## config.mk

```make
export PLATFORM = sky130hd
export DESIGN_NAME = nmea_rmc_sentence_checker_core
export DESIGN_NICKNAME = d
export VERILOG_FILES = /design/src/sv/nrmc_pkg.sv /design/src/sv/nrmc_parse.sv /design/src/sv/nrmc_result.sv /design/src/sv/nmea_rmc_sentence_checker_core.sv
export SDC_FILE = /design/constraint.sdc
export NUM_CORES = 1
export LEC_CHECK = 0
export BUFFER_PORTS_ARGS = -buffer_cell sky130_fd_sc_hd__clkbuf_2
export CORE_MARGIN = 1.5
export CORE_UTILIZATION = 56
export DETAILED_ROUTE_END_ITERATION = 16
export PLACE_DENSITY_LB_ADDON = 0.05
export SETUP_SLACK_MARGIN = 0.05
export SLEW_MARGIN = 0
export SYNTH_ARGS = -nofsm -noshare
export SYNTH_HDL_FRONTEND = slang
export SYNTH_HIERARCHICAL = 1
export SYNTH_SLANG_ARGS = --single-unit
export TNS_END_PERCENT = 10
```

## constraint.sdc

```tcl
create_clock -name i_clk -period 6.24 [get_ports i_clk]
set_clock_uncertainty 0.1 [all_clocks]
set_input_delay 0.936 -clock i_clk [delete_from_list [all_inputs] [get_ports i_clk]]
set_output_delay 0.936 -clock i_clk [all_outputs]
set_load 0.02 [all_outputs]
```

## src/sv/nrmc_pkg.sv

```systemverilog
package nrmc_pkg;

    localparam int unsigned BYTE_W   = 8;
    localparam int unsigned TZ_W     = 5;
    localparam int unsigned STAT_W   = 3;
    localparam int unsigned HOUR_W   = 5;
    localparam int unsigned TIME_W   = 7;
    localparam int unsigned FIELD_W  = 4;
    localparam int unsigned CHAR_W   = 3;
    localparam int unsigned GDIG_W   = 2;

    localparam logic [BYTE_W-1:0]  CH_COMMA = 8'h2C;
    localparam logic [BYTE_W-1:0]  CH_STAR  = 8'h2A;
    localparam logic [BYTE_W-1:0]  CH_A     = 8'h41;
    localparam logic [FIELD_W-1:0] FIELD_MAX    = 4'd15;
    localparam logic [FIELD_W-1:0] FIELD_MIN    = 4'd12;
    localparam logic [CHAR_W-1:0]  CHAR_MAX     = 3'd7;
    localparam logic [CHAR_W-1:0]  HDR_LEN      = 3'd6;
    localparam logic [CHAR_W-1:0]  TIME_DIGITS  = 3'd6;
    localparam logic [GDIG_W-1:0]  SUM_DIGITS   = 2'd2;
    localparam logic [GDIG_W-1:0]  SUM_TOO_LONG = 2'd3;

    typedef enum logic [STAT_W-1:0] {
        ST_ACCEPTED  = 3'd0,
        ST_NOT_RMC   = 3'd1,
        ST_NOT_VALID = 3'd2,
        ST_CKSUM_BAD = 3'd3,
        ST_MALFORMED = 3'd4
    } t_status;

    // Sentence state as it stands after the byte that ends a sentence.
    typedef struct packed {
        logic                header_match;
        logic                status_match;
        logic [FIELD_W-1:0]  field_number;
        logic                past_star;
        logic [GDIG_W-1:0]   given_digits;
        logic [BYTE_W-1:0]   given_sum;
        logic [BYTE_W-1:0]   xor_sum;
        logic [CHAR_W-1:0]   time_digit_count;
        logic [TIME_W-1:0]   utc_hour;
        logic [TIME_W-1:0]   utc_minute;
        logic [TIME_W-1:0]   utc_second;
    } t_summary;

    function automatic logic [BYTE_W-1:0] hdr_char(input logic [CHAR_W-1:0] idx);
        logic [BYTE_W-1:0] ch;
        case (idx)
            3'd0:    ch = 8'h24;
            3'd1:    ch = 8'h47;
            3'd2:    ch = 8'h50;
            3'd3:    ch = 8'h52;
            3'd4:    ch = 8'h4D;
            3'd5:    ch = 8'h43;
            default: ch = 8'h00;
        endcase
        return ch;
    endfunction

    // Returns {is_hex, value}.
    function automatic logic [4:0] hex_value(input logic [BYTE_W-1:0] c);
        logic [4:0] res;
        if (c inside {[8'h30:8'h39]}) begin
            res = {1'b1, c[3:0]};
        end else if (c inside {[8'h41:8'h46], [8'h61:8'h66]}) begin
            res = {1'b1, 4'(c[3:0] + 4'd9)};
        end else begin
            res = 5'd0;
        end
        return res;
    endfunction

endpackage

```

## src/sv/nrmc_parse.sv

```systemverilog
module nrmc_parse (
    input  logic                       i_clk,
    input  logic                       i_rst_n,
    input  logic                       i_step,
    input  logic [nrmc_pkg::BYTE_W-1:0] i_byte,
    input  logic                       i_last,
    output nrmc_pkg::t_summary         o_summary
);

    logic                          r_at_first, n_at_first;
    logic [nrmc_pkg::FIELD_W-1:0]  r_field, n_field;
    logic [nrmc_pkg::CHAR_W-1:0]   r_char, n_char;
    logic                          r_hdr_ok, n_hdr_ok;
    logic                          r_stat_ok, n_stat_ok;
    logic [nrmc_pkg::BYTE_W-1:0]   r_xor, n_xor;
    logic                          r_past_star, n_past_star;
    logic [nrmc_pkg::BYTE_W-1:0]   r_gsum, n_gsum;
    logic [nrmc_pkg::GDIG_W-1:0]   r_gdig, n_gdig;
    logic [nrmc_pkg::CHAR_W-1:0]   r_tdc, n_tdc;
    logic [nrmc_pkg::TIME_W-1:0]   r_hour, n_hour;
    logic [nrmc_pkg::TIME_W-1:0]   r_min, n_min;
    logic [nrmc_pkg::TIME_W-1:0]   r_sec, n_sec;

    always_comb begin
        logic [4:0]  hex;
        logic        is_digit;
        logic [3:0]  dval;
        logic [10:0] acc;
        hex      = nrmc_pkg::hex_value(i_byte);
        is_digit = (i_byte inside {[8'h30:8'h39]});
        dval     = i_byte[3:0];
        acc      = 11'd0;

        n_at_first  = 1'b0;
        n_field     = r_field;
        n_char      = r_char;
        n_hdr_ok    = r_hdr_ok;
        n_stat_ok   = r_stat_ok;
        n_xor       = r_xor;
        n_past_star = r_past_star;
        n_gsum      = r_gsum;
        n_gdig      = r_gdig;
        n_tdc       = r_tdc;
        n_hour      = r_hour;
        n_min       = r_min;
        n_sec       = r_sec;

        if (r_past_star) begin
            if (hex[4] && ({1'b0, r_gdig} == r_char)) begin
                if (r_gdig < nrmc_pkg::SUM_DIGITS) begin
                    n_gsum = {r_gsum[3:0], hex[3:0]};
                    n_gdig = r_gdig + 2'd1;
                end else begin
                    n_gdig = nrmc_pkg::SUM_TOO_LONG;
                end
            end
            if (r_char < nrmc_pkg::CHAR_MAX) n_char = r_char + 3'd1;
        end else if (i_byte == nrmc_pkg::CH_STAR && !r_at_first) begin
            if (r_field == 4'd0 && r_char != nrmc_pkg::HDR_LEN) n_hdr_ok = 1'b0;
            if (r_field == 4'd2 && r_char != 3'd1) n_stat_ok = 1'b0;
            n_past_star = 1'b1;
            n_char      = 3'd0;
        end else begin
            if (!r_at_first) n_xor = r_xor ^ i_byte;
            if (i_byte == nrmc_pkg::CH_COMMA) begin
                if (r_field == 4'd0 && r_char != nrmc_pkg::HDR_LEN) n_hdr_ok = 1'b0;
                if (r_field == 4'd2 && r_char != 3'd1) n_stat_ok = 1'b0;
                if (r_field < nrmc_pkg::FIELD_MAX) n_field = r_field + 4'd1;
                n_char = 3'd0;
            end else begin
                if (r_field == 4'd0) begin
                    if (r_char >= nrmc_pkg::HDR_LEN || i_byte != nrmc_pkg::hdr_char(r_char))
                        n_hdr_ok = 1'b0;
                end else if (r_field == 4'd1) begin
                    if (is_digit && r_tdc == r_char && r_tdc < nrmc_pkg::TIME_DIGITS) begin
                        if (r_tdc < 3'd2) begin
                            acc    = 11'(r_hour) * 11'd10 + 11'(dval);
                            n_hour = acc[6:0];
                        end else if (r_tdc < 3'd4) begin
                            acc   = 11'(r_min) * 11'd10 + 11'(dval);
                            n_min = acc[6:0];
                        end else begin
                            acc   = 11'(r_sec) * 11'd10 + 11'(dval);
                            n_sec = acc[6:0];
                        end
                        n_tdc = r_tdc + 3'd1;
                    end
                end else if (r_field == 4'd2) begin
                    if (r_char >= 3'd1 || i_byte != nrmc_pkg::CH_A) n_stat_ok = 1'b0;
                end
                if (r_char < nrmc_pkg::CHAR_MAX) n_char = r_char + 3'd1;
            end
        end

        // A field still open at the last byte is length-checked as if closed.
        if (i_last && !n_past_star) begin
            if (n_field == 4'd0 && n_char != nrmc_pkg::HDR_LEN) n_hdr_ok = 1'b0;
            if (n_field == 4'd2 && n_char != 3'd1) n_stat_ok = 1'b0;
        end

        o_summary.header_match     = n_hdr_ok;
        o_summary.status_match     = n_stat_ok;
        o_summary.field_number     = n_field;
        o_summary.past_star        = n_past_star;
        o_summary.given_digits     = n_gdig;
        o_summary.given_sum        = n_gsum;
        o_summary.xor_sum          = n_xor;
        o_summary.time_digit_count = n_tdc;
        o_summary.utc_hour         = n_hour;
        o_summary.utc_minute       = n_min;
        o_summary.utc_second       = n_sec;
    end

    always_ff @(posedge i_clk) begin
        if (!i_rst_n || (i_step && i_last)) begin
            r_at_first  <= 1'b1;
            r_field     <= '0;
            r_char      <= '0;
            r_hdr_ok    <= 1'b1;
            r_stat_ok   <= 1'b1;
            r_xor       <= '0;
            r_past_star <= 1'b0;
            r_gsum      <= '0;
            r_gdig      <= '0;
            r_tdc       <= '0;
            r_hour      <= '0;
            r_min       <= '0;
            r_sec       <= '0;
        end else if (i_step) begin
            r_at_first  <= n_at_first;
            r_field     <= n_field;
            r_char      <= n_char;
            r_hdr_ok    <= n_hdr_ok;
            r_stat_ok   <= n_stat_ok;
            r_xor       <= n_xor;
            r_past_star <= n_past_star;
            r_gsum      <= n_gsum;
            r_gdig      <= n_gdig;
            r_tdc       <= n_tdc;
            r_hour      <= n_hour;
            r_min       <= n_min;
            r_sec       <= n_sec;
        end
    end

endmodule

```

## src/sv/nrmc_result.sv

```systemverilog
module nrmc_result (
    input  logic                          i_clk,
    input  logic                          i_rst_n,
    input  logic                          i_load,
    input  nrmc_pkg::t_summary            i_summary,
    input  logic [nrmc_pkg::TZ_W-1:0]     i_tz,
    input  logic                          i_stall,
    output logic                          o_valid,
    output logic [nrmc_pkg::STAT_W-1:0]   o_status,
    output logic [nrmc_pkg::HOUR_W-1:0]   o_local_hour,
    output logic [nrmc_pkg::TIME_W-1:0]   o_minute,
    output logic [nrmc_pkg::TIME_W-1:0]   o_second
);

    logic                          r_valid, n_valid;
    nrmc_pkg::t_status             r_status, n_status;
    logic [nrmc_pkg::HOUR_W-1:0]   r_hour, n_hour;
    logic [nrmc_pkg::TIME_W-1:0]   r_min, n_min;
    logic [nrmc_pkg::TIME_W-1:0]   r_sec, n_sec;

    logic [7:0] hour_sum;
    logic [4:0] eighths;
    logic [8:0] q_prod;
    logic [4:0] eighths_mod3;

    // x mod 24 = 8 * ((x / 8) mod 3) + (x mod 8); x / 8 stays below 32, where
    // (n * 11) >> 5 equals n / 3.
    assign hour_sum     = 8'(i_summary.utc_hour) + 8'(i_tz);
    assign eighths      = hour_sum[7:3];
    assign q_prod       = 9'(eighths) * 9'd11;
    assign eighths_mod3 = eighths - 5'(q_prod[8:5]) * 5'd3;

    always_comb begin
        if (!i_summary.header_match) begin
            n_status = nrmc_pkg::ST_NOT_RMC;
        end else if (i_summary.field_number < nrmc_pkg::FIELD_MIN || !i_summary.past_star
                     || i_summary.given_digits == 2'd0) begin
            n_status = nrmc_pkg::ST_MALFORMED;
        end else if (!i_summary.status_match) begin
            n_status = nrmc_pkg::ST_NOT_VALID;
        end else if (i_summary.given_digits == nrmc_pkg::SUM_TOO_LONG
                     || i_summary.given_sum != i_summary.xor_sum) begin
            n_status = nrmc_pkg::ST_CKSUM_BAD;
        end else if (i_summary.time_digit_count < nrmc_pkg::TIME_DIGITS) begin
            n_status = nrmc_pkg::ST_MALFORMED;
        end else begin
            n_status = nrmc_pkg::ST_ACCEPTED;
        end

        if (n_status == nrmc_pkg::ST_ACCEPTED) begin
            n_hour = {eighths_mod3[1:0], hour_sum[2:0]};
            n_min  = i_summary.utc_minute;
            n_sec  = i_summary.utc_second;
        end else begin
            n_hour = '0;
            n_min  = '0;
            n_sec  = '0;
        end

        if (i_load) begin
            n_valid = 1'b1;
        end else if (!i_stall) begin
            n_valid = 1'b0;
        end else begin
            n_valid = r_valid;
        end
    end

    always_ff @(posedge i_clk) begin
        if (!i_rst_n) begin
            r_valid <= 1'b0;
        end else begin
            r_valid <= n_valid;
        end
    end

    always_ff @(posedge i_clk) begin
        if (i_load) begin
            r_status <= n_status;
            r_hour   <= n_hour;
            r_min    <= n_min;
            r_sec    <= n_sec;
        end
    end

    assign o_valid      = r_valid;
    assign o_status     = r_status;
    assign o_local_hour = r_hour;
    assign o_minute     = r_min;
    assign o_second     = r_sec;

    a_no_overwrite: assert property (@(posedge i_clk) disable iff (!i_rst_n)
        i_load |-> (!r_valid || !i_stall))
        else $error("result register overwritten while stalled");

    a_hour_range: assert property (@(posedge i_clk) disable iff (!i_rst_n)
        r_valid |-> (r_hour < 5'd24))
        else $error("local hour out of range");

    a_zero_time: assert property (@(posedge i_clk) disable iff (!i_rst_n)
        (r_valid && r_status != nrmc_pkg::ST_ACCEPTED)
        |-> (r_hour == '0 && r_min == '0 && r_sec == '0))
        else $error("time fields not cleared on a rejected sentence");

    a_status_loaded: assert property (@(posedge i_clk) disable iff (!i_rst_n)
        i_load |=> (r_status == $past(n_status)))
        else $error("status not captured");

endmodule

```

## src/sv/nmea_rmc_sentence_checker_core.sv

```systemverilog
// NMEA RMC sentence checker.
// Input channel: one sentence character per transfer on i_in_byte, with
// i_last_byte high on its final character; i_valid / o_stall handshake.
// Output channel: one result per sentence (o_status, o_local_hour, o_minute,
// o_second) on o_valid / i_stall. Characters other than the last give no result.
// Status codes: 0 accepted, 1 not GPRMC, 2 not valid, 3 checksum mismatch,
// 4 malformed. Time fields read zero unless the status is accepted.
// Configuration: i_cfg_we writes i_cfg_data into the timezone offset (reset 8);
// write it only while no sentence is in flight.
// A character is registered in the input register on its transfer and then
// taken by the sentence state update, which loads a last character's result
// into the result register. Throughput is one character per cycle, set by the
// input register feeding the state update, save when a last character stalls.
// When the receiver stalls, the result holds and characters other than the
// last keep flowing; a last character waits in the input register, with
// o_stall high, until the result register frees.
// Reset (synchronous, active low) clears the sentence state, empties both
// registers and sets the offset back to 8.
module nmea_rmc_sentence_checker_core (
    input  logic                          i_clk,
    input  logic                          i_rst_n,
    input  logic                          i_cfg_we,
    input  logic [nrmc_pkg::TZ_W-1:0]     i_cfg_data,
    input  logic                          i_valid,
    output logic                          o_stall,
    input  logic [nrmc_pkg::BYTE_W-1:0]   i_in_byte,
    input  logic                          i_last_byte,
    output logic                          o_valid,
    input  logic                          i_stall,
    output logic [nrmc_pkg::STAT_W-1:0]   o_status,
    output logic [nrmc_pkg::HOUR_W-1:0]   o_local_hour,
    output logic [nrmc_pkg::TIME_W-1:0]   o_minute,
    output logic [nrmc_pkg::TIME_W-1:0]   o_second
);

    logic [nrmc_pkg::TZ_W-1:0]    r_tz_hours;
    logic                         r_in_valid, n_in_valid;
    logic [nrmc_pkg::BYTE_W-1:0]  r_in_byte;
    logic                         r_in_last;
    logic                         step;
    logic                         accept;
    logic                         res_valid;
    nrmc_pkg::t_summary           summary;

    // A last character needs the result register to be free or draining.
    assign step   = r_in_valid && (!r_in_last || !res_valid || !i_stall);
    assign accept = i_valid && !o_stall;
    assign o_stall = r_in_valid && !step;

    always_comb begin
        if (accept) begin
            n_in_valid = 1'b1;
        end else if (step) begin
            n_in_valid = 1'b0;
        end else begin
            n_in_valid = r_in_valid;
        end
    end

    always_ff @(posedge i_clk) begin
        if (!i_rst_n) begin
            r_in_valid <= 1'b0;
            r_tz_hours <= 5'd8;
        end else begin
            r_in_valid <= n_in_valid;
            if (i_cfg_we) r_tz_hours <= i_cfg_data;
        end
    end

    always_ff @(posedge i_clk) begin
        if (accept) begin
            r_in_byte <= i_in_byte;
            r_in_last <= i_last_byte;
        end
    end

    nrmc_parse u_parse (
        .i_clk     (i_clk),
        .i_rst_n   (i_rst_n),
        .i_step    (step),
        .i_byte    (r_in_byte),
        .i_last    (r_in_last),
        .o_summary (summary)
    );

    nrmc_result u_result (
        .i_clk        (i_clk),
        .i_rst_n      (i_rst_n),
        .i_load       (step && r_in_last),
        .i_summary    (summary),
        .i_tz         (r_tz_hours),
        .i_stall      (i_stall),
        .o_valid      (res_valid),
        .o_status     (o_status),
        .o_local_hour (o_local_hour),
        .o_minute     (o_minute),
        .o_second     (o_second)
    );

    assign o_valid = res_valid;

    a_mid_never_stalls: assert property (@(posedge i_clk) disable iff (!i_rst_n)
        (r_in_valid && !r_in_last) |-> !o_stall)
        else $error("input stalled on a character that gives no result");

endmodule
```

==> results of run 1 <==
[timing repair]
action | in CTS | in global routing
setup endpoints to repair | 1 | 1
setup buffers | 2 | 6
hold endpoints to repair | 0 | 0
gates resized for setup | 3 | 10
pin swaps | 1 | 14
[worst max path at each step]
stage,start,slack [ps],endpoint,depth (start not counted)
after floorplan,r_in_byte[0]$_DFFE_PP_,70,u_result/o_local_hour[4]$_SDFFCE_PP0P_,27
after global routing,r_in_byte[0]$_DFFE_PP_,-130,u_result/o_local_hour[4]$_SDFFCE_PP0P_,28
after CTS,r_in_byte[0]$_DFFE_PP_,60,u_result/o_local_hour[4]$_SDFFCE_PP0P_,26
after detailed placement,r_in_byte[0]$_DFFE_PP_,-70,u_result/o_local_hour[4]$_SDFFCE_PP0P_,26
final,r_in_byte[0]$_DFFE_PP_,150,u_result/o_local_hour[4]$_SDFFCE_PP0P_,28
after global placement,r_in_byte[0]$_DFFE_PP_,130,u_result/o_local_hour[4]$_SDFFCE_PP0P_,26
[flip-flops by register name, summed over array words and instances, names as in the netlist]
| signal | cells |
|---|---|
| r_in_byte | 8 |
| u_parse/r_gsum | 8 |
| u_parse/r_xor | 8 |
| u_parse/r_hour | 7 |
| u_parse/r_min | 7 |
| u_parse/r_sec | 7 |
| u_result/o_minute | 7 |
| u_result/o_second | 7 |
| r_tz_hours | 5 |
| u_result/o_local_hour | 5 |
| u_parse/r_field | 4 |
| u_parse/r_char | 3 |
| u_parse/r_tdc | 3 |
| u_result/o_status | 3 |
| u_parse/r_gdig | 2 |
| r_in_last | 1 |
| r_in_valid | 1 |
| u_parse/r_at_first | 1 |
| u_parse/r_hdr_ok | 1 |
| u_parse/r_past_star | 1 |
| u_parse/r_stat_ok | 1 |
| u_result/o_valid | 1 |
[per-layer routing]
layer  global-route usage (%)  up-vias  part of all wire [%]
li1                         -     2370                     -
met1                     30.4     2247                    45
met2                     42.9       84                    49
met3                     4.12       21                   3.7
met4                     8.55        0                   2.1
met5                        0        -                     0
[power groups by stage]
stage,Combinational (uW),Sequential (uW),Clock [uW]
2_1_floorplan,89.4,657,0
3_3_place_gp,135,651,0
3_5_place_dp,139,651,0
4_1_cts,141,637,468
5_1_grt,158,639,489
6_report,144,637,454
[stage by stage]
stage	setup WS (ps)	hold slack [ps]	setup TNS, ps	instances	total power (uW)
global placement	133	347	0	825	786
floorplan	70.7	333	0	642	746
finish	153	363	0	849	1230
CTS	63.9	367	0	843	1250
detailed placement	-71.3	354	-71.3	825	790
global route	-129	391	-129	849	1290
[worst min-delay path: cells and delay by family, from the launching register on]
family / cells / cell delay, ps
compound gates: 1 / 50
flops: 1 / 320
simple gates: 1 / 50
[cell type report]
cell class | instances | area share (%)
multi-input combinational | 490 | 55.8
sequential | 91 | 29.9
timing repair buffer | 79 | 6.95
tap | 140 | 2.46
inverter | 33 | 1.81
clock buffer | 9 | 1.74
clock inverter | 7 | 1.39
==> metrics.md, run 1 <==
| Metric | Value |
|---|---|
| Status | `completed` |
| FILL cells | `912` |
| Setup violators final | `0` |
| Crit path time final | `between 6000 and 7000 ps` |
| Comb power frac | `11.6%` |
| Total grt overflow | `0` |
| Antenna cells | `0` |
| Die ar. | `11800 um^2` |
| Clock transition at the registers of the reported paths | `approximately 90 ps` |
| Root Buffer | `clkbuf_8` |
| Setup crit end kind | `flop` |
| Largest net degree at the start of global routing | `37` |
| RR Startpoint | `r_in_byte[0]$_DFFE_PP_` |
| TritonCTS buffer count | `9` |
| WP data arrival | `between 6000 and 7000 ps` |
| Switch share | `a little over a quarter` |
| DRT iter0 DRCs | `292` |
| IO Pins | `43` |
| Hold Path Depth | `2` |
| Pleak | `0.00294 uW` |
| Final Instance Area | `slightly above 7000 um^2` |
| Via count | `around 4700` |
| Syn nets | `between 700 and 800` |
| CTS H-tree depth | `3` |
| CP peak stage delay | `about 540 ps` |
| Startpoint of the worst hold path | `u_parse/r_hour[6]$_SDFFE_PP0P_` |
| CP max stage cell | `or4_4` |
| Max clock buf depth | `2` |
| First-pass GRT wire length | `about 22000 um` |
| Reg2reg path depth | `28` |
| Most common cell after layout, fill and taps aside | `dfxtp_1` |
| Fin util | `approximately two thirds` |
| Commonest cells after routing, fill and taps aside | `dfxtp_1, nor2_1, nand2_1, xnor2_1, ha_1` |
| Fmax | `roughly 160 MHz` |
| Vias per cell | `around 5.6` |
| MaxCap Viol Count | `0` |
| Area grow syn2layout | `13.7%` |
| Clock power share | `a little under two fifths` |
| Hold/Removal Path Class | `flop to flop` |
| Cell count after synthesis | `642` |
| PwrDens | `173 nW/um^2` |
| Worst slew pin tran | `roughly 900 ps` |
| Layout cells sized above 1 | `between 20% and 30%` |
| Warnings from Yosys | `6` |
| Number of port buffers | `42` |
| Peak VDD IR | `0.120 mV` |
| GR Util All Layers | `24.5%` |
| Fin. Hold Viols | `0` |
| Slew Limit Fails | `0` |
| Routed WL | `~14000 um` |
| Critical path type | `flop to flop` |
| Clk_lat worst skew | `370 ps` |
| P_int | `around 910 uW` |
| Worst Path Required | `6280 ps` |
| CP Launch Type | `flop` |
| Avg Inst Size Synth | `just under 10 um^2` |
| RSZ-0062 raised after global routing | `yes` |
| R2R setup slack | `150 ps` |
| ANT nets after route | `0` |
| Vias in the first global route | `4621` |
| FF-to-FF End | `u_result/o_local_hour[4]$_SDFFCE_PP0P_` |
| CTS tree | `done` |
| Die Height | `around 110 um` |
| Core ar. | `10900 um^2` |
| Worst hold endpoint | `u_parse/r_hour[6]$_SDFFE_PP0P_` |
| Hold_buf cts | `0` |
| First-pass DRT Iterations | `4` |
| CP dominant cell by count | `ha_1` |
| Post-route DRC | `0` |
| Slew HR | `just over 40%` |
| Crit path max fanout | `5` |
| Multi-input gate area | `3980 um^2` |
| RD Place Congestion | `0.903` |
| Initial Util | `approximately 58%` |
| Placed Instance Area | `approximately 6800 um^2` |
| Num Clock Sinks | `a little over 90` |
| Register area | `approximately 2100 um^2` |
| Worst path bufs/invs | `2` |
| Floorplan row count | `38` |
| Post-DP HPWL | `just over 10000 um` |
| Fin nets | `approximately 800` |
| Die Wd | `approximately 110 um` |
| Crit share post-route | `97.6%` |
| Top delay family on crit path | `adder cells` |
| Cell Area, Synth | `roughly 6300 um^2` |
| Routed len/inst | `roughly 16 um` |
| Initial antenna violation count | `0` |
| Reg power frac | `51.6%` |
| Switch Pwr | `between 300 and 400 uW` |
Power figures use the tool's default switching activity.
==> run 2: changes to the inputs <==
Settings changed: MAX_ROUTING_LAYER set to met4.
==> metrics.md, run 2 (same netlist as run 1, synthesis figures left out) <==
| Metric | Value |
|---|---|
| Status | `completed` |
| Worst slew pin tran | `892 ps (+2.18 ps)` |
| Hold Path Depth | `2 (unchanged)` |
| Setup violators final | `0 (unchanged)` |
| Worst Path Required | `6280 ps (about the same)` |
| RD Place Congestion | `0.918 (+1.7%)` |
| Total stage count of the critical path | `28 (unchanged)` |
| Top delay family on crit path | `adder cells` |
| PwrDens | `173 nW/um^2 (+0.14%)` |
| Crit path time final | `6090 ps (+1.35 ps)` |
| Initial Util | `57.6% (unchanged)` |
| Post-Layout Cell Count | `849 (unchanged)` |
| Slew HR | `40.4% (-0.15 points)` |
| Die Wd | `109 um (unchanged)` |
| DRT iter0 DRCs | `283 (-3.1%)` |
| DP Cell Count | `825 (unchanged)` |
| Total grt overflow | `0 (unchanged)` |
| WP data arrival | `6130 ps (about the same)` |
| Largest net degree at the start of global routing | `37 (unchanged)` |
| Crit path max fanout | `5 (unchanged)` |
| Floorplan row count | `38 (unchanged)` |
| Hold/Removal Path Class | `flop to flop` |
| Die ar. | `11800 um^2 (unchanged)` |
| MaxCap Viol Count | `0 (unchanged)` |
| Post-DP HPWL | `10200 um (unchanged)` |
| RSZ-0062 raised after global routing | `yes` |
| CP Launch Type | `flop` |
| Fin. Hold Viols | `0 (unchanged)` |
| Slew Limit Fails | `0 (unchanged)` |
| CP dominant cell by count | `ha_1` |
| Hold_buf cts | `0 (unchanged)` |
| Crit share post-route | `97.6% (about the same)` |
| Clk_lat worst skew | `380 ps (about the same)` |
| Routed len/inst | `16.0 um (-0.30%)` |
| Clock transition at the registers of the reported paths | `90 ps (about the same)` |
| Core ar. | `10900 um^2 (unchanged)` |
| Antenna cells | `0 (unchanged)` |
| Reg2reg path depth | `28 (unchanged)` |
| CP peak stage delay | `540 ps (about the same)` |
| ANT nets after route | `0 (unchanged)` |
| Commonest cells after routing, fill and taps aside | `dfxtp_1, nor2_1, nand2_1, xnor2_1, ha_1` |
| First-pass DRT Iterations | `5 (+1)` |
| Most common cell after layout, fill and taps aside | `dfxtp_1` |
| Critical path type | `flop to flop` |
| Vias per cell | `5.57 (about the same)` |
| Pleak | `0.00294 uW (unchanged)` |
| FILL cells | `912 (unchanged)` |
| Die Height | `109 um (unchanged)` |
| Vias in the first global route | `4616 (-0.11%)` |
| CTS tree | `done` |
| Peak VDD IR | `0.120 mV (about the same)` |
| CP max stage cell | `or4_4` |
| Layout cells sized above 1 | `23.3% (unchanged)` |
| GR Util All Layers | `25.2% (+0.69 points)` |
| Post-route DRC | `0 (unchanged)` |
| CTS H-tree depth | `3 (unchanged)` |
| R2R setup slack | `150 ps (about the same)` |
| Fin nets | `781 (unchanged)` |
| Hold Slack | `362 ps (-0.231 ps)` |
| First-pass GRT wire length | `22400 um (about the same)` |
| TritonCTS buffer count | `9 (unchanged)` |
| Root Buffer | `clkbuf_8` |
| Area grow syn2layout | `13.7% (unchanged)` |
| IO Pins | `43 (unchanged)` |
| Setup crit end kind | `flop` |
| Biggest regs | `r_in_byte x8, u_parse/r_gsum x8, u_parse/r_xor x8` |
| Max clock buf depth | `2 (unchanged)` |
| Via count | `4725 (+0.064%)` |
| Number of port buffers | `42 (unchanged)` |
| Worst path bufs/invs | `2 (unchanged)` |
| Fmax | `164 MHz (about the same)` |
| Initial antenna violation count | `0 (unchanged)` |
| Num Clock Sinks | `91 (unchanged)` |
| Routed WL | `13600 um (-0.30%)` |
[run 2: cell counts in the layout (fill, tap and decap cells not counted)]
Identical to the previous run, type by type.
[run 2: worst paths after layout]
| path | startpoint | endpoint |
|---|---|---|
| max reg2reg | r_in_byte[0]$_DFFE_PP_ | u_result/o_local_hour[4]$_SDFFCE_PP0P_ |
| min reg2reg | u_parse/r_hour[6]$_SDFFE_PP0P_ | u_parse/r_hour[6]$_SDFFE_PP0P_ |
| max | r_in_byte[0]$_DFFE_PP_ | u_result/o_local_hour[4]$_SDFFCE_PP0P_ |
| min | u_parse/r_hour[6]$_SDFFE_PP0P_ | u_parse/r_hour[6]$_SDFFE_PP0P_ |
[run 2: per-stage QoR]
| stage | setup slack [ps] | cell area [um^2] | power (uW) | util (%) | setup TNS (ps) |
|---|---|---|---|---|---|
| after floorplan | 70.7 | 6370 | 746 | - | 0 |
| after global placement | 133 | 6800 | 786 | 62.4 | 0 |
| after detailed placement | -71.3 | 6800 | 790 | 62.4 | -71.3 |
| after CTS | 63.9 | 7040 | 1250 | 64.6 | 0 |
| after global routing | -129 | 7130 | 1290 | 65.5 | -129 |
| final | 151 | 7130 | 1240 | 65.5 | 0 |
[run 2: per-layer routing]
metal	global-route usage (%)	part of all wire, %
met5	-	0
met4	8.55	1.9
met2	42.9	49
met1	30.2	45
met3	4.12	3.8
[run 2: worst reg2reg max path, delay by kind of cell, from the launching register on]
family	cells	cell delay [ps]
buffers and inverters	2	240
flip-flops	1	440
adder cells (fa/ha/maj)	6	1560
AND/OR/NAND/NOR	7	1550
AO/OA/AOI/OAI	8	1250
XOR/XNOR	5	720
[run 2: layout make-up]
type                    instances  area [um^2]  area share, %
multi-input cells             490         3980           55.8
flip-flops and latches         91         2130           29.9
repair buffers                 79          495           6.95
well taps                     140          175           2.46
inverters                      33          129           1.81
clock buffers                   9          124           1.74
clock inverters                 7         98.8           1.39
[run 2: repair_timing]
| action | CTS | global route |
|---|---|---|
| gates resized for setup | 3 | 10 |
| endpoints found under the setup margin | 1 | 1 |
| pin swaps | 1 | 14 |
| buffers inserted | 2 | 6 |
[run 2: power by group]
group          internal [uW]  leakage, uW  switching, uW
logic                   57.0      0.00208           86.2
registers                626     0.000748           11.7
clock network            229     0.000112            227
total                    911      0.00294            325
